--- src/design/mkd_pkg.sv ---
`timescale 1ns / 1ps
`default_nettype none
// ----------------------------------------------------------------------------
// Morse key decoder package
// Shared widths, codes, the command passed between the front and back parts,
// and the letter lookup.
// ----------------------------------------------------------------------------
package mkd_pkg;

  localparam int ACTION_W            = 2;
  localparam int HOLD_W              = 8;
  localparam int CHAR_W              = 7;
  localparam int SYMBOL_W            = 4;
  localparam int MAX_SYMBOLS_DEFAULT = 4;
  localparam int QUEUE_DEPTH         = 2;

  localparam logic [HOLD_W-1:0] DASH_TICKS_RESET = 8'd2;
  localparam logic [HOLD_W-1:0] HOLD_MAX         = 8'hFF;
  localparam logic [CHAR_W-1:0] SPACE_CODE       = 7'd32;
  localparam logic [CHAR_W-1:0] NO_LETTER        = 7'd0;

  // Input action codes.
  localparam logic [ACTION_W-1:0] ACT_TICK   = 2'd0;
  localparam logic [ACTION_W-1:0] ACT_LETTER = 2'd1;
  localparam logic [ACTION_W-1:0] ACT_WORD   = 2'd2;

  // Work handed from the front part to the back part.
  typedef enum logic [1:0] {
    CMD_KEY_DOWN = 2'd0,
    CMD_KEY_UP   = 2'd1,
    CMD_LETTER   = 2'd2,
    CMD_WORD     = 2'd3
  } cmd_kind_t;

  typedef struct packed {
    cmd_kind_t kind;
  } cmd_t;

  // Looks up a pattern of len symbols (1 to 4), dash = 1, first symbol in
  // bit 0. Returns NO_LETTER for an unknown pattern.
  function automatic logic [CHAR_W-1:0] letter_lookup(input logic [2:0] len,
                                                      input logic [SYMBOL_W-1:0] bits);
    logic [4:0]            idx;
    logic [SYMBOL_W-1:0]   mask;
    logic [CHAR_W-1:0]     code;
    mask = 4'((5'd1 << len) - 5'd1);
    idx  = 5'((5'd1 << len) - 5'd2) + {1'b0, bits & mask};
    case (idx)
      5'd0:    code = 7'h65; // e
      5'd1:    code = 7'h74; // t
      5'd2:    code = 7'h69; // i
      5'd3:    code = 7'h6e; // n
      5'd4:    code = 7'h61; // a
      5'd5:    code = 7'h6d; // m
      5'd6:    code = 7'h73; // s
      5'd7:    code = 7'h64; // d
      5'd8:    code = 7'h72; // r
      5'd9:    code = 7'h67; // g
      5'd10:   code = 7'h75; // u
      5'd11:   code = 7'h6b; // k
      5'd12:   code = 7'h77; // w
      5'd13:   code = 7'h6f; // o
      5'd14:   code = 7'h68; // h
      5'd15:   code = 7'h62; // b
      5'd16:   code = 7'h6c; // l
      5'd17:   code = 7'h7a; // z
      5'd18:   code = 7'h66; // f
      5'd19:   code = 7'h63; // c
      5'd20:   code = 7'h70; // p
      5'd22:   code = 7'h76; // v
      5'd23:   code = 7'h78; // x
      5'd25:   code = 7'h71; // q
      5'd27:   code = 7'h79; // y
      5'd28:   code = 7'h6a; // j
      default: code = NO_LETTER;
    endcase
    return code;
  endfunction

endpackage
`default_nettype wire

--- src/design/mkd_if.sv ---
`timescale 1ns / 1ps
`default_nettype none
// ----------------------------------------------------------------------------
// Morse key decoder channels
// Valid/ready channels for key requests, decoded characters and the
// configuration write.
// ----------------------------------------------------------------------------
interface mkd_key_if import mkd_pkg::*; ();
  logic                valid;
  logic                ready;
  logic [ACTION_W-1:0] action;
  logic                key_down;

  modport source (output valid, output action, output key_down, input ready);
  modport sink   (input valid, input action, input key_down, output ready);
endinterface

interface mkd_char_if import mkd_pkg::*; ();
  logic              valid;
  logic              ready;
  logic [CHAR_W-1:0] character;

  modport source (output valid, output character, input ready);
  modport sink   (input valid, input character, output ready);
endinterface

interface mkd_cfg_if import mkd_pkg::*; ();
  logic              valid;
  logic              ready;
  logic [HOLD_W-1:0] dash_ticks;

  modport source (output valid, output dash_ticks, input ready);
  modport sink   (input valid, input dash_ticks, output ready);
endinterface
`default_nettype wire

--- src/design/morse_key_decoder.sv ---
`timescale 1ns / 1ps
`default_nettype none
// ----------------------------------------------------------------------------
// Morse key decoder
// Times key presses from polled samples, builds dot/dash patterns and emits
// lower-case ASCII letters and word spaces.
// ----------------------------------------------------------------------------
//
//   Channel    Direction  Payload               Meaning of one request
//   key_req    in         action, key_down      key sample, letter end or word end
//   char_rsp   out        character             decoded letter or space (32)
//   cfg        in         dash_ticks            new dash threshold
//
// The decoder takes one key request per cycle while the command queue has
// room. The front part classifies the request and pushes it into a two-entry
// command queue; the back part executes one command per cycle unless a held
// output stalls it. Each character passes through the queue and then the
// output register. Requests keep flowing while a character waits at the output:
// only letter and word commands stall behind a held output register. The
// queue then fills with the stalled command and one request behind it, and
// key_req.ready drops until the output register empties.
// Reset (synchronous, rst high) empties the queue, clears the symbols and
// the press timer, and sets dash_ticks to 2. The configuration port is
// always ready.
//
// Behavior: a held key counts ticks; the first tick on which the count
// exceeds dash_ticks adds one dash for that press. A release after a press
// that made no dash adds a dot. Letter end looks up the collected pattern
// (up to four symbols) and emits the letter if it is known; in every case
// the symbols are cleared. More than four counted symbols mark an overflow
// and the letter end is then silent. Word end drops pending symbols and
// emits a space. The reserved action code is accepted and ignored.
// ----------------------------------------------------------------------------
module morse_key_decoder import mkd_pkg::*; #(
  parameter int MAX_SYMBOLS = MAX_SYMBOLS_DEFAULT
) (
  input  wire logic  clk,
  input  wire logic  rst,
  mkd_key_if.sink    key_req,
  mkd_char_if.source char_rsp,
  mkd_cfg_if.sink    cfg
);

  // Dash threshold; the user must write it only while the decoder is idle, the block does not enforce this.
  logic [HOLD_W-1:0] dash_ticks;

  // Command hand-off between the front and back parts.
  logic cmd_valid;
  logic cmd_ready;
  cmd_t cmd;

  assign cfg.ready = 1'b1;

  always_ff @(posedge clk) begin
    if (rst) begin
      dash_ticks <= DASH_TICKS_RESET;
    end else if (cfg.valid) begin
      dash_ticks <= cfg.dash_ticks;
    end
  end

  // Front: accept and classify key requests into the command queue.
  mkd_front u_front (
    .clk       (clk),
    .rst       (rst),
    .key_req   (key_req),
    .cmd_valid (cmd_valid),
    .cmd       (cmd),
    .cmd_ready (cmd_ready)
  );

  // Back: press timing, symbol collection and letter lookup.
  mkd_back #(
    .MAX_SYMBOLS (MAX_SYMBOLS)
  ) u_back (
    .clk        (clk),
    .rst        (rst),
    .cmd_valid  (cmd_valid),
    .cmd        (cmd),
    .cmd_ready  (cmd_ready),
    .dash_ticks (dash_ticks),
    .char_rsp   (char_rsp)
  );

endmodule
`default_nettype wire

--- src/design/mkd_front.sv ---
`timescale 1ns / 1ps
`default_nettype none
// ----------------------------------------------------------------------------
// Morse key decoder front
// Accepts key requests, turns each into a command and queues it. Requests
// with the reserved action code are taken and dropped.
// ----------------------------------------------------------------------------
module mkd_front import mkd_pkg::*; (
  input  wire logic clk,
  input  wire logic rst,
  mkd_key_if.sink   key_req,
  output logic      cmd_valid,
  output cmd_t      cmd,
  input  wire logic cmd_ready
);

  localparam int PTR_W = (QUEUE_DEPTH > 1) ? $clog2(QUEUE_DEPTH) : 1;
  localparam int CNT_W = $clog2(QUEUE_DEPTH + 1);

  cmd_t             queue [QUEUE_DEPTH];
  logic [PTR_W-1:0] wr_ptr;
  logic [PTR_W-1:0] rd_ptr;
  logic [CNT_W-1:0] count;

  cmd_t new_cmd;
  logic keep;
  logic push;
  logic pop;

  always_comb begin
    new_cmd.kind = CMD_KEY_DOWN;
    keep         = 1'b1;
    case (key_req.action)
      ACT_TICK:   new_cmd.kind = key_req.key_down ? CMD_KEY_DOWN : CMD_KEY_UP;
      ACT_LETTER: new_cmd.kind = CMD_LETTER;
      ACT_WORD:   new_cmd.kind = CMD_WORD;
      default:    keep = 1'b0;
    endcase
  end

  assign key_req.ready = (count != CNT_W'(QUEUE_DEPTH));
  assign push          = key_req.valid && key_req.ready && keep;
  assign cmd_valid     = (count != '0);
  assign cmd           = queue[rd_ptr];
  assign pop           = cmd_valid && cmd_ready;

  always_ff @(posedge clk) begin
    if (push) begin
      queue[wr_ptr] <= new_cmd;
    end
  end

  always_ff @(posedge clk) begin
    if (rst) begin
      wr_ptr <= '0;
      rd_ptr <= '0;
      count  <= '0;
    end else begin
      if (push) begin
        wr_ptr <= (wr_ptr == PTR_W'(QUEUE_DEPTH - 1)) ? '0 : wr_ptr + 1'b1;
      end
      if (pop) begin
        rd_ptr <= (rd_ptr == PTR_W'(QUEUE_DEPTH - 1)) ? '0 : rd_ptr + 1'b1;
      end
      if (push && !pop) begin
        count <= count + 1'b1;
      end else if (pop && !push) begin
        count <= count - 1'b1;
      end
    end
  end

endmodule
`default_nettype wire

--- src/design/mkd_back.sv ---
`timescale 1ns / 1ps
`default_nettype none
// ----------------------------------------------------------------------------
// Morse key decoder back
// Carries out queued commands: times key presses, collects dots and dashes,
// and decodes letters into a registered output.
// ----------------------------------------------------------------------------
module mkd_back import mkd_pkg::*; #(
  parameter int MAX_SYMBOLS = MAX_SYMBOLS_DEFAULT
) (
  input  wire logic              clk,
  input  wire logic              rst,
  input  wire logic              cmd_valid,
  input  wire cmd_t              cmd,
  output logic                   cmd_ready,
  input  wire logic [HOLD_W-1:0] dash_ticks,
  mkd_char_if.source             char_rsp
);

  localparam int CNT_W = $clog2(MAX_SYMBOLS + 2);

  logic [SYMBOL_W-1:0] symbol_bits;
  logic [CNT_W-1:0]    symbol_count;
  logic [HOLD_W-1:0]   hold_ticks;
  logic                dash_sent;
  logic                out_valid;
  logic [CHAR_W-1:0]   out_char;

  logic [SYMBOL_W-1:0] symbol_bits_next;
  logic [CNT_W-1:0]    symbol_count_next;
  logic [HOLD_W-1:0]   hold_ticks_next;
  logic                dash_sent_next;

  logic [HOLD_W-1:0]   hold_inc;
  logic [SYMBOL_W-1:0] bits_dot;
  logic [SYMBOL_W-1:0] bits_dash;
  logic [CNT_W-1:0]    count_add;
  logic [CHAR_W-1:0]   letter;
  logic [CHAR_W-1:0]   load_char;
  logic                load;
  logic                emits;
  logic                fire;

  // A command that may produce a character waits for room at the output.
  assign emits     = (cmd.kind == CMD_LETTER) || (cmd.kind == CMD_WORD);
  assign cmd_ready = !emits || !out_valid || char_rsp.ready;
  assign fire      = cmd_valid && cmd_ready;

  always_comb begin
    hold_inc  = (hold_ticks != HOLD_MAX) ? hold_ticks + 1'b1 : hold_ticks;
    bits_dot  = symbol_bits;
    bits_dash = (symbol_count < CNT_W'(SYMBOL_W))
              ? (symbol_bits | (SYMBOL_W'(1) << symbol_count[1:0])) : symbol_bits;
    count_add = (symbol_count < CNT_W'(MAX_SYMBOLS + 1))
              ? symbol_count + 1'b1 : symbol_count;
    letter    = ((symbol_count >= CNT_W'(1)) && (symbol_count <= CNT_W'(SYMBOL_W)))
              ? letter_lookup(3'(symbol_count), symbol_bits) : NO_LETTER;

    symbol_bits_next  = symbol_bits;
    symbol_count_next = symbol_count;
    hold_ticks_next   = hold_ticks;
    dash_sent_next    = dash_sent;
    load              = 1'b0;
    load_char         = letter;

    case (cmd.kind)
      CMD_KEY_DOWN: begin
        hold_ticks_next = hold_inc;
        if (!dash_sent && (hold_inc > dash_ticks)) begin
          symbol_bits_next  = bits_dash;
          symbol_count_next = count_add;
          dash_sent_next    = 1'b1;
        end
      end
      CMD_KEY_UP: begin
        if ((hold_ticks != '0) && !dash_sent) begin
          symbol_bits_next  = bits_dot;
          symbol_count_next = count_add;
        end
        hold_ticks_next = '0;
        dash_sent_next  = 1'b0;
      end
      CMD_LETTER: begin
        symbol_bits_next  = '0;
        symbol_count_next = '0;
        load              = (letter != NO_LETTER);
      end
      CMD_WORD: begin
        symbol_bits_next  = '0;
        symbol_count_next = '0;
        load              = 1'b1;
        load_char         = SPACE_CODE;
      end
      default: begin
        load = 1'b0;
      end
    endcase
  end

  always_ff @(posedge clk) begin
    if (rst) begin
      symbol_bits  <= '0;
      symbol_count <= '0;
      hold_ticks   <= '0;
      dash_sent    <= 1'b0;
      out_valid    <= 1'b0;
    end else begin
      if (fire) begin
        symbol_bits  <= symbol_bits_next;
        symbol_count <= symbol_count_next;
        hold_ticks   <= hold_ticks_next;
        dash_sent    <= dash_sent_next;
      end
      if (fire && load) begin
        out_valid <= 1'b1;
      end else if (char_rsp.ready) begin
        out_valid <= 1'b0;
      end
    end
  end

  always_ff @(posedge clk) begin
    if (fire && load) begin
      out_char <= load_char;
    end
  end

  assign char_rsp.valid     = out_valid;
  assign char_rsp.character = out_char;

endmodule
`default_nettype wire

--- src/flat_wrapper.sv ---
// flat-port wrapper written by rule: the top's interface ports become plain ports
module morse_key_decoder_flat import mkd_pkg::*;
#(
  parameter int MAX_SYMBOLS = MAX_SYMBOLS_DEFAULT
)
  (clk, rst, key_req_valid, key_req_action, key_req_key_down, key_req_ready, char_rsp_valid, char_rsp_character, char_rsp_ready, cfg_valid, cfg_dash_ticks, cfg_ready);
  mkd_key_if key_req_i ();
  mkd_char_if char_rsp_i ();
  mkd_cfg_if cfg_i ();
  input  wire logic clk;
  input  wire logic rst;
  input wire logic [$bits(key_req_i.valid)-1:0] key_req_valid;
  input wire logic [$bits(key_req_i.action)-1:0] key_req_action;
  input wire logic [$bits(key_req_i.key_down)-1:0] key_req_key_down;
  output wire logic [$bits(key_req_i.ready)-1:0] key_req_ready;
  output wire logic [$bits(char_rsp_i.valid)-1:0] char_rsp_valid;
  output wire logic [$bits(char_rsp_i.character)-1:0] char_rsp_character;
  input wire logic [$bits(char_rsp_i.ready)-1:0] char_rsp_ready;
  input wire logic [$bits(cfg_i.valid)-1:0] cfg_valid;
  input wire logic [$bits(cfg_i.dash_ticks)-1:0] cfg_dash_ticks;
  output wire logic [$bits(cfg_i.ready)-1:0] cfg_ready;
  assign key_req_i.valid = key_req_valid;
  assign key_req_i.action = key_req_action;
  assign key_req_i.key_down = key_req_key_down;
  assign key_req_ready = key_req_i.ready;
  assign char_rsp_valid = char_rsp_i.valid;
  assign char_rsp_character = char_rsp_i.character;
  assign char_rsp_i.ready = char_rsp_ready;
  assign cfg_i.valid = cfg_valid;
  assign cfg_i.dash_ticks = cfg_dash_ticks;
  assign cfg_ready = cfg_i.ready;
  morse_key_decoder #(.MAX_SYMBOLS(MAX_SYMBOLS)) u_core (.clk(clk), .rst(rst), .key_req(key_req_i), .char_rsp(char_rsp_i), .cfg(cfg_i));
endmodule
--- config.mk ---
export PLATFORM = sky130hd
export DESIGN_NAME = morse_key_decoder_flat
export DESIGN_NICKNAME = d
export VERILOG_FILES = /design/src/design/mkd_pkg.sv /design/src/design/mkd_if.sv /design/src/design/morse_key_decoder.sv /design/src/design/mkd_front.sv /design/src/design/mkd_back.sv /design/src/flat_wrapper.sv
export SDC_FILE = /design/constraint.sdc
export NUM_CORES = 1
export LEC_CHECK = 0
export BUFFER_PORTS_ARGS = -buffer_cell sky130_fd_sc_hd__buf_2
export CAP_MARGIN = 5
export CORE_MARGIN = 1
export CORE_UTILIZATION = 25
export DETAILED_ROUTE_END_ITERATION = 8
export MAX_ROUTING_LAYER = met4
export PLACE_DENSITY = 0.49
export SLEW_MARGIN = 20
export SYNTH_ARGS = -nofsm -noshare
export SYNTH_HDL_FRONTEND = slang
export SYNTH_HIERARCHICAL = 1
export SYNTH_SLANG_ARGS = --single-unit
--- constraint.sdc ---
create_clock -name clk -period 6.8 [get_ports clk]
set_clock_uncertainty 0.2 [all_clocks]
set_input_delay 0 -clock clk [delete_from_list [all_inputs] [get_ports clk]]
set_output_delay 0 -clock clk [all_outputs]
set_load 0.05 [all_outputs]
==> impl_metrics.toml, run 1 <==
[clock_tree]
cts_resized = 0
cts_tree = "done"
clockBufferDepth = 2
clk_latency_ns = 0.28
clkSlewWorstSetupHoldPaths_ns = 0.06
cts_root_buf = "clkbuf_16"
clkSinkCount = 41
postCtsSetupBuffers = 0
cts_max_level = 2
cts_made_buffers = 5

[detailed_routing]
met3WireLength_um = 214
dr.max_layer_used = "met4"
num_vias = 2386
drt-total-wl_um = 6050
drtIter0Drc = 82
vias_per_cell = 4.71
wl_met1_um = 3110
ant_nets = 0
wire_per_inst_um = 11.9
drcViolationCount = 0
wl_met2_um = 2690
drt_pre_antenna_iters = 4

[timing]
layout_min_cycle_time_ns = 4.51
period_share = 0.663
fin_setup_tns_ns = 0
rsz0062_at_grt = "no"
hold_violations = 3
maxSlewHeadroom = 0.304
final.setup.worst_slack_ns = 2.29
tightest_slew_ns = 1.04
fin_hold_ws_ns = -0.00369
setup_viol = 0
max_freq_mhz = 222
slew_viol_final = 0

[worst_setup_path]
endpoint_kind = "register"
cp_max_fo = 13
crit_path_top_delay_cell = "xnor2_1"
critPathMaxStageDelay_ns = 0.83
path_class = "register to register"
startpoint = "u_core/u_back/symbol_count[0]"
crit_path_start_kind = "register"
arrival_ns = 4.26
crit_family = "adder cells"
crit_chain = "inv_1 -> ha_1 -> nor3_1 -> o31ai_1 -> ha_1 -> fa_1 -> xnor2_1 -> nand2_1 -> a32o_1 -> and3_1 -> a31o_2 -> nand2_1"
r2r_start = "u_core/u_back/symbol_count[0]"
crit_required_ns = 6.55
critPathBufInv = 1

[status]
status = "finished with violations"
violations = "hold timing"

[synthesis]
synthAdderAreaFrac = 0.138
synthXorXnorAreaFrac = 0.0276
yosysMostFrequentCell = "nor2_1"
synth_area_leader_cell = "dfxtp_1"
synth-edff-count = 11
synth_top_family_by_area = "simple AND/OR/NAND/NOR gates"
synth_cells = 326
synth_nets = 373
yosys_warnings = 6
synth-seq-cells = 41
muxShareOfSynthArea = 0.0801
avgSynthCellArea_um2 = 8.77
yosys.area_share.simple = 0.189
synth_cell_type_count = 59
synth_area_um2 = 2860
async_flop_share = 0
yosys-top-cells-area = "dfxtp_1 (21%), ha_1 (13%), edfxtp_1 (12%)"
ys.flop_type = "dfxtp_1"
synth-compound-area-share = 0.177
ys_seq_area_frac = 0.326
synth_common_cells = "nor2_1 (36), dfxtp_1 (30), ha_1 (30)"
netlist.area_leader.share = 0.210

[grt]
grt_pass1_vias = 2215
grt_pass1_wl_um = 10400
gr-total-overflow = 0
grt_max_degree = 28
grt_usage = 0.114
antenna_found_initial = 0

[floorplan]
rows = 38
initial_utilization = 0.260
die_h_um = 109
ioPinCount = 26
core-area_um2 = 11000
die_area_um2 = 11900
die_x_um = 109

[min_path]
hold_path_startpoint = "rst"
hold_class = "input port to register"

[cells_and_area]
nets = 413
fin_cells = 507
drive_gt1_frac = 0.120
n_antenna_cell = 0
syn_to_final_growth_pct = 20.4
fin_util = 0.313
fill_cells = 1168

[place]
hpwl_um = 4550
gp_congestion = 0.822
dp_slack_ns = 2.32
dp.cells = 478
portBuffers = 24

[power_and_ir_drop]
vdd_drop_max_mv = 0.183
finalPower_mw = 1.20
cellPowerDensity_nw_per_um2 = 348
leakagePower_nw = 1.46

[run]
maxCapViolations = 0
-- repair_timing --
| item | in CTS | in global routing |
|---|---|---|
| hold buffers | 21 | 0 |
| endpoints found under the hold margin | 14 | 0 |
| endpoints found under the setup margin | 0 | 0 |
-- power breakdown --
part	leakage, nW	internal, mW	total (mW)	switching [mW]
clock network	0.0655	0.135	0.223	0.0884
registers	0.348	0.304	0.333	0.0287
logic	1.05	0.253	0.640	0.387
total	1.46	0.692	1.20	0.505
-- final cells by class --
class	instances	area [um2]	share of cell area
tap	140	175	0.0509
sequential	41	931	0.271
timing repair buffer	46	338	0.0982
clock buffer	7	133	0.0385
multi-input combinational	244	1760	0.510
inverter	28	105	0.0305
clock inverter	1	3.75	0.00109
-- layer usage --
layer	global-route usage	up-vias
met5	-	-
met4	0.0319	0
met3	0.0239	2
met2	0.175	34
met1	0.151	1119
li1	-	1231
-- registers in the layout, summed over array words and instances, names as in the netlist, named ones only --
| name | cells |
|---|---|
| u_core/u_back/dash_sent | 1 |
| u_core/dash_ticks | 8 |
| u_core/u_front/count | 2 |
| u_core/u_back/bits_dot | 4 |
| u_core/u_front/queue | 4 |
| u_core/u_back/char_rsp.character | 7 |
| u_core/u_front/wr_ptr | 1 |
| u_core/u_back/symbol_count | 3 |
| u_core/u_front/rd_ptr | 1 |
| u_core/u_back/char_rsp.valid | 1 |
| u_core/u_back/hold_ticks | 8 |
-- through the flow --
step	hold WS [ns]	cell area, um2
floorplan	-0.131	2860
global placement	0.00814	3090
detailed placement	0.0371	3090
CTS	0.00365	3440
global route	0.0230	3440
finish	-0.00369	3440
-- placed cells by master, fill, tap and decap left out, drive strengths merged, types with 2 or more instances in the layout --
master / instances
o21a: 8
or3: 2
a22oi: 4
mux2i: 9
dfxtp: 30
mux2: 4
nor2: 36
nand3b: 3
nand2b: 3
o21ai: 13
nand4: 2
a211o: 3
nand3: 6
xor2: 7
inv: 28
mux4: 4
nand2: 24
conb: 2
and3: 3
nor4b: 2
o21bai: 2
a211oi: 5
ha: 30
and2: 4
a31oi: 6
a21o: 4
nor3: 10
dlygate4sd3: 21
clkbuf: 7
edfxtp: 11
nor2b: 7
a21oi: 19
buf: 25
xnor2: 2
a31o: 2
-- final timing paths --
check | end | slack (ns) | cells past startpoint
worst max-delay path | u_core/u_back/char_rsp.character[1] | 2.29 | 12
worst min-delay path | u_core/u_front/count[0] | -0.004 | 2
worst max register to register | u_core/u_back/char_rsp.character[1] | 2.29 | 12
worst min register to register | u_core/u_back/bits_dot[2] | 0.27 | 1
-- kinds of logic (layout without fill, tap and decap cells) --
family                     Yosys count  after routing
AOI/OAI and AO/OA                   76             76
xor gates and xnor gates             9              9
adders and majority gates           31             31
buffers and inverters               41             82
DFF                                 41             41
muxes                               17             17
other                                2              2
and+or+nand+nor                    109            109
(Power assumes the default switching activity.)
==> inputs of run 2 (changes only) <==
--- a/config.mk
+++ b/config.mk
@@ -5,6 +5,7 @@
 export SDC_FILE = /design/constraint.sdc
 export NUM_CORES = 1
 export LEC_CHECK = 0
+export ABC_AREA = 1
 export BUFFER_PORTS_ARGS = -buffer_cell sky130_fd_sc_hd__buf_2
 export CAP_MARGIN = 5
 export CORE_MARGIN = 1
==> constraint.sdc (replaced) <==
create_clock -name clk -period 4.2 [get_ports clk]
set_clock_uncertainty 0.2 [all_clocks]
set_input_delay 0 -clock clk [delete_from_list [all_inputs] [get_ports clk]]
set_output_delay 0 -clock clk [all_outputs]
set_load 0.05 [all_outputs]
==> impl_metrics.toml, run 2 <==
[timing]
setup_viol = 0
hold_violations = 0
layout_min_cycle_time_ns = 3.91
fin_setup_tns_ns = 0
slew_viol_final = 0
rsz0062_at_grt = "no"
period_share = 0.930
tightest_slew_ns = 0.757
max_freq_mhz = 256
maxSlewHeadroom = 0.493

[synthesis]
yosys-top-cells-area = "dfxtp_1 (20%), ha_1 (13%), edfxtp_1 (11%)"
ys.flop_type = "dfxtp_1"
yosysMostFrequentCell = "nand2_1"
avgSynthCellArea_um2 = 7.17
synth-edff-count = 11
async_flop_share = 0
synth_area_um2 = 2990
ys_seq_area_frac = 0.311
synth-seq-cells = 41
synth_cells = 417
synth_common_cells = "nand2_1 (87), inv_1 (70), nor2_1 (43)"
netlist.area_leader.share = 0.201
yosys_warnings = 6
synth_nets = 464
synth_cell_type_count = 35
synth_area_leader_cell = "dfxtp_1"

[worst_setup_path]
crit_required_ns = 4.17
crit_path_top_delay_cell = "fa_2"
critPathBufInv = 4
crit_family = "adder cells"
crit_path_start_kind = "register"
arrival_ns = 3.87
path_common_cell = "nand2_1"
crit_chain = "inv_1 -> ha_2 -> o21ai_4 -> inv_1 -> nand2_1 -> nand3_1 -> ha_1 -> fa_2 -> buf_4 -> nand2_1 -> o21ai_0 -> nand2_1 -> o21ai_0 -> nand3_1 -> nand3_1 -> nand2_1 -> nor2_1 -> nand2_1 -> nand2_2 -> a21oi_2 -> dlygate4sd3_1"
critPathMaxStageDelay_ns = 0.60
cp_max_fo = 7
endpoint_kind = "register"
path_class = "register to register"

[power_and_ir_drop]
pwr-share-clk = 0.153
leakagePower_nw = 1.74
seq_power_share = 0.239
cellPowerDensity_nw_per_um2 = 649
vdd_drop_max_mv = 0.289
p_int_mw = 1.23
power.switching_mw = 1.18
swShare = 0.488
combPwrFrac = 0.608

[cells_and_area]
fin_util = 0.322
final_cell_mix = "nand2_1 (87), inv_1 (68), nor2_1 (43), a21oi_1 (34), dlygate4sd3_1 (30)"
n_antenna_cell = 0
syn_to_final_growth_pct = 23.8
nets = 521
final_common_cell = "nand2_1"
fill_cells = 1261
drive_gt1_frac = 0.156

[detailed_routing]
ant_nets = 0
wire_per_inst_um = 10.3
drtIter0Drc = 106
drt_pre_antenna_iters = 4
drt-total-wl_um = 6340
num_vias = 2702
drcViolationCount = 0
vias_per_cell = 4.37

[clock_tree]
clkSlewWorstSetupHoldPaths_ns = 0.06
clk_latency_ns = 0.28
clkSinkCount = 41
clockBufferDepth = 2
cts_root_buf = "clkbuf_16"
cts_made_buffers = 5
cts_tree = "done"
cts_max_level = 2

[place]
gp_congestion = 0.818
portBuffers = 24
hpwl_um = 4730

[grt]
grt_pass1_wl_um = 11300
antenna_found_initial = 0
grt_max_degree = 17
gr-total-overflow = 0
grt_usage = 0.111
grt_pass1_vias = 2656

[floorplan]
die_h_um = 111
rows = 39
ioPinCount = 26
die_x_um = 111
initial_utilization = 0.260
die_area_um2 = 12400
core-area_um2 = 11500

[run]
maxCapViolations = 0

[min_path]
hold_class = "input port to register"

[status]
status = "finished, final reports clean"
## run 2: changes by cell type after synthesis, moves of 6 or more
cell     delta
nor2b_1     -6
nor2_1      +7
inv_1      +42
nand2_2     +9
nand2_1    +63
mux2i_1     -9
a21oi_1    +15
nand3_1    +17
nand2_4     +7
## run 2: tightest hold or removal path, stage by stage
cell and delay [ns]:
buf_2 0.07, inv_1 0.07, nor2_8 0.09, nand2_4 0.06, nand2_2 0.05, nand2_1 0.05
nor2_2 0.07
## run 2: kinds of logic after synthesis
logic type / share of synthesized area
simple gates: 0.311
mux: 0.00753
flops: 0.311
fa+ha+maj: 0.132
xor+xnor: 0.00586
buf+inv: 0.113
other cells: 0.00251
compound gates: 0.117
## run 2: what timing repair did
action / 4_1_cts / 5_1_grt
hold endpoints to repair: 25 / 0
buffers inserted: 0 / 1
resized for setup: 0 / 6
hold buffers: 30 / 0
endpoints found under the setup margin: 0 / 1
## run 2: worst paths after layout
kind | slack, ns | end | cells after the start | startpoint
setup / recovery | 0.29 | u_core/u_back/char_rsp.valid | 21 | u_core/u_back/symbol_count[0]
hold / removal | 0.03 | u_core/u_front/wr_ptr | 7 | key_req_valid
setup reg to reg | 0.29 | u_core/u_back/char_rsp.valid | 21 | u_core/u_back/symbol_count[0]
hold reg to reg | 0.26 | u_core/u_back/bits_dot[2] | 2 | u_core/u_back/bits_dot[2]
## run 2: layout make-up
class                           instances  area (um2)  share of cell area
Inverter                               75         282              0.0760
Clock buffer                            7         133              0.0358
Multi-Input combinational cell        294        1730               0.467
Timing Repair Buffer                   57         443               0.120
Clock inverter                          1        5.00             0.00135
Tap cell                              143         179              0.0483
Sequential cell                        41         932               0.252
## run 2: per-layer routing
layer  vias to the layer above  track usage  part of all wire
li1                       1438            -                 -
met1                      1225        0.127              0.47
met2                        33        0.206              0.50
met3                         6       0.0131             0.019
met4                         0       0.0270             0.011
met5                         -            -                 0
## run 2: through the flow
stage	power, mW	setup slack [ns]	area [um2]	instances	hold WS, ns
after floorplan	1.70	0.794	2990	417	-0.138
after global placement	1.99	0.523	3250	579	0.0195
after detailed placement	1.99	0.440	3250	579	0.0271
after CTS	2.39	0.115	3690	617	0.0303
after global routing	2.63	0.00758	3700	618	0.0792
final	2.41	0.293	3700	618	0.0277
## run 2: power groups by stage
stage	clock (mW)	combinational [mW]	sequential, mW
3_3_place_gp	0	1.41	0.579
4_1_cts	0.379	1.44	0.575
2_1_floorplan	0	0.984	0.720
6_report	0.369	1.46	0.575
5_1_grt	0.396	1.66	0.584
3_5_place_dp	0	1.40	0.583
==> inputs of run 3 (changes only) <==
--- a/config.mk
+++ b/config.mk
@@ -9,10 +9,10 @@
 export BUFFER_PORTS_ARGS = -buffer_cell sky130_fd_sc_hd__buf_2
 export CAP_MARGIN = 5
 export CORE_MARGIN = 1
-export CORE_UTILIZATION = 25
+export CORE_UTILIZATION = 54
 export DETAILED_ROUTE_END_ITERATION = 8
 export MAX_ROUTING_LAYER = met4
-export PLACE_DENSITY = 0.49
+export PLACE_DENSITY = 0.85
 export SLEW_MARGIN = 20
 export SYNTH_ARGS = -nofsm -noshare
 export SYNTH_HDL_FRONTEND = slang
==> constraint.sdc (replaced) <==
create_clock -name clk -period 3.5 [get_ports clk]
set_clock_uncertainty 0.2 [all_clocks]
set_input_delay 0 -clock clk [delete_from_list [all_inputs] [get_ports clk]]
set_output_delay 0 -clock clk [all_outputs]
set_load 0.05 [all_outputs]
==> impl_metrics.toml, run 3 (synthesized netlist as in run 2, its figures left out) <==
[worst_setup_path]
crit_chain = "clkinvlp_4 -> buf_4 -> ha_4 -> nand2_4 -> nand2_1 -> nand3_2 -> ha_4 -> fa_2 -> buf_6 -> nand2_4 -> a21oi_1 -> nor2_1 -> a21oi_1 -> nor2_1 -> nand2_1 -> nand2_2 -> inv_4"
cp_max_fo = 8
crit_required_ns = 3.30
arrival_ns = 3.15
endpoint_kind = "register"
crit_path_start_kind = "register"
crit_path_top_delay_cell = "fa_2"
critPathMaxStageDelay_ns = 0.59
path_class = "register to register"

[timing]
slew_viol_final = 0
final.setup.worst_slack_ns = 0.156
rsz0062_at_grt = "yes"
layout_min_cycle_time_ns = 3.34
period_share = 0.955
hold_violations = 0
fin_hold_ws_ns = 0.0852
tightest_slew_ns = 0.714
max_freq_mhz = 299
setup_viol = 0
maxSlewHeadroom = 0.521

[run]
maxCapViolations = 0

[cells_and_area]
fill_cells = 332
final_common_cell = "nand2_1"
drive_gt1_frac = 0.216
syn_to_final_growth_pct = 26.1
fin_area_um2 = 3770
nets = 533
n_antenna_cell = 0
fin_cells = 557
final_cell_mix = "nand2_1 (86), inv_1 (65), nor2_1 (41), a21oi_1 (33)"

[power_and_ir_drop]
cellPowerDensity_nw_per_um2 = 815
leakagePower_nw = 1.80
vdd_drop_max_mv = 0.695
finalPower_mw = 3.07

[detailed_routing]
wire_per_inst_um = 16.3
drt-total-wl_um = 9090
drcViolationCount = 1
num_vias = 3222
drtIter0Drc = 264
ant_nets = 0
drt_pre_antenna_iters = 7
vias_per_cell = 5.78

[grt]
antenna_found_initial = 0
grt_max_degree = 17
gr-total-overflow = 0
grt_pass1_wl_um = 14600
grt_usage = 0.326
grt_pass1_vias = 3192

[place]
dp.cells = 515
portBuffers = 24
hpwl_um = 4670
dp_slack_ns = -0.0669
gp_congestion = 0.904
placed_area_um2 = 3230

[floorplan]
ioPinCount = 26
die_h_um = 76.4
rows = 26
core-area_um2 = 5200
die_area_um2 = 5840
die_x_um = 76.4
initial_utilization = 0.575

[status]
status = "finished with violations"
violations = "DRC"

[clock_tree]
cts_root_buf = "clkbuf_8"
clk_latency_ns = 0.29
cts_tree = "done"
clockBufferDepth = 2
clkSinkCount = 41
cts_max_level = 2
clkSlewWorstSetupHoldPaths_ns = 0.08
cts_made_buffers = 5

[min_path]
hold_class = "input port to register"
==> run 3: cell count changes in the layout (fill, tap and decap cells not counted), moves of 4 or more <==
cell / delta
clkbuf_16: -5
nand3_1: -6
nand3_2: +6
ha_4: +4
clkbuf_8: +7
o21ai_1: +4
o21ai_0: -4
buf_4: +12
==> run 3: repair_timing <==
action / CTS / global route
pin swaps: 0 / 10
endpoints found under the hold margin: 25 / 0
buffers inserted: 0 / 5
hold buffers: 29 / 0
setup endpoints to repair: 7 / 14
gates resized for setup: 2 / 31
==> run 3: metal layers <==
metal  share of wire  track usage  wire, um
met5               0            -         0
met2            0.49        0.559      4420
met3           0.077       0.0671       701
met1            0.36        0.331      3280
met4           0.077        0.227       701
==> run 3: path summary, 6_finish.rpt <==
| kind | start | endpoint | slack (ns) | depth (start not counted) |
|---|---|---|---|---|
| setup / recovery | u_core/u_back/symbol_count[0] | u_core/u_back/char_rsp.character[2] | 0.16 | 17 |
| hold / removal | key_req_valid | u_core/u_front/wr_ptr | 0.09 | 7 |
| setup reg to reg | u_core/u_back/symbol_count[0] | u_core/u_back/char_rsp.character[2] | 0.16 | 17 |
| hold reg to reg | u_core/u_back/bits_dot[2] | u_core/u_back/bits_dot[2] | 0.28 | 2 |
==> run 3: area by class of cell <==
class                      count  area, um2  share of cell area
inverter                      75        288              0.0763
clock buffer                   7       96.3              0.0255
tap                           70       87.6              0.0232
clock inverter                 1       5.00             0.00133
sequential                    41        935               0.248
timing repair buffer          69        534               0.142
multi-input combinational    294       1830               0.484
==> run 3: per-stage QoR <==
| stage | utilization | setup TNS [ns] |
|---|---|---|
| 2_1_floorplan | - | 0 |
| 3_3_place_gp | 0.620 | -0.0117 |
| 3_5_place_dp | 0.620 | -0.467 |
| 4_1_cts | 0.696 | 0 |
| 5_1_grt | 0.725 | -0.290 |
| 6_report | 0.725 | 0 |
==> run 3: critical path, delay by kind of cell, from the launching register on <==
kind                     cells  cell delay, ns
flip-flops                   1            0.39
AO/OA/AOI/OAI                2            0.35
adder cells (fa/ha/maj)      3            0.96
buffers and inverters        4            0.54
AND/OR/NAND/NOR              8            0.60
==> run 3: power by group <==
| part | internal [mW] | leakage, nW | switching (mW) |
|---|---|---|---|
| Combinational | 0.709 | 1.39 | 1.32 |
| Sequential | 0.633 | 0.351 | 0.0680 |
| Clock | 0.178 | 0.0542 | 0.161 |
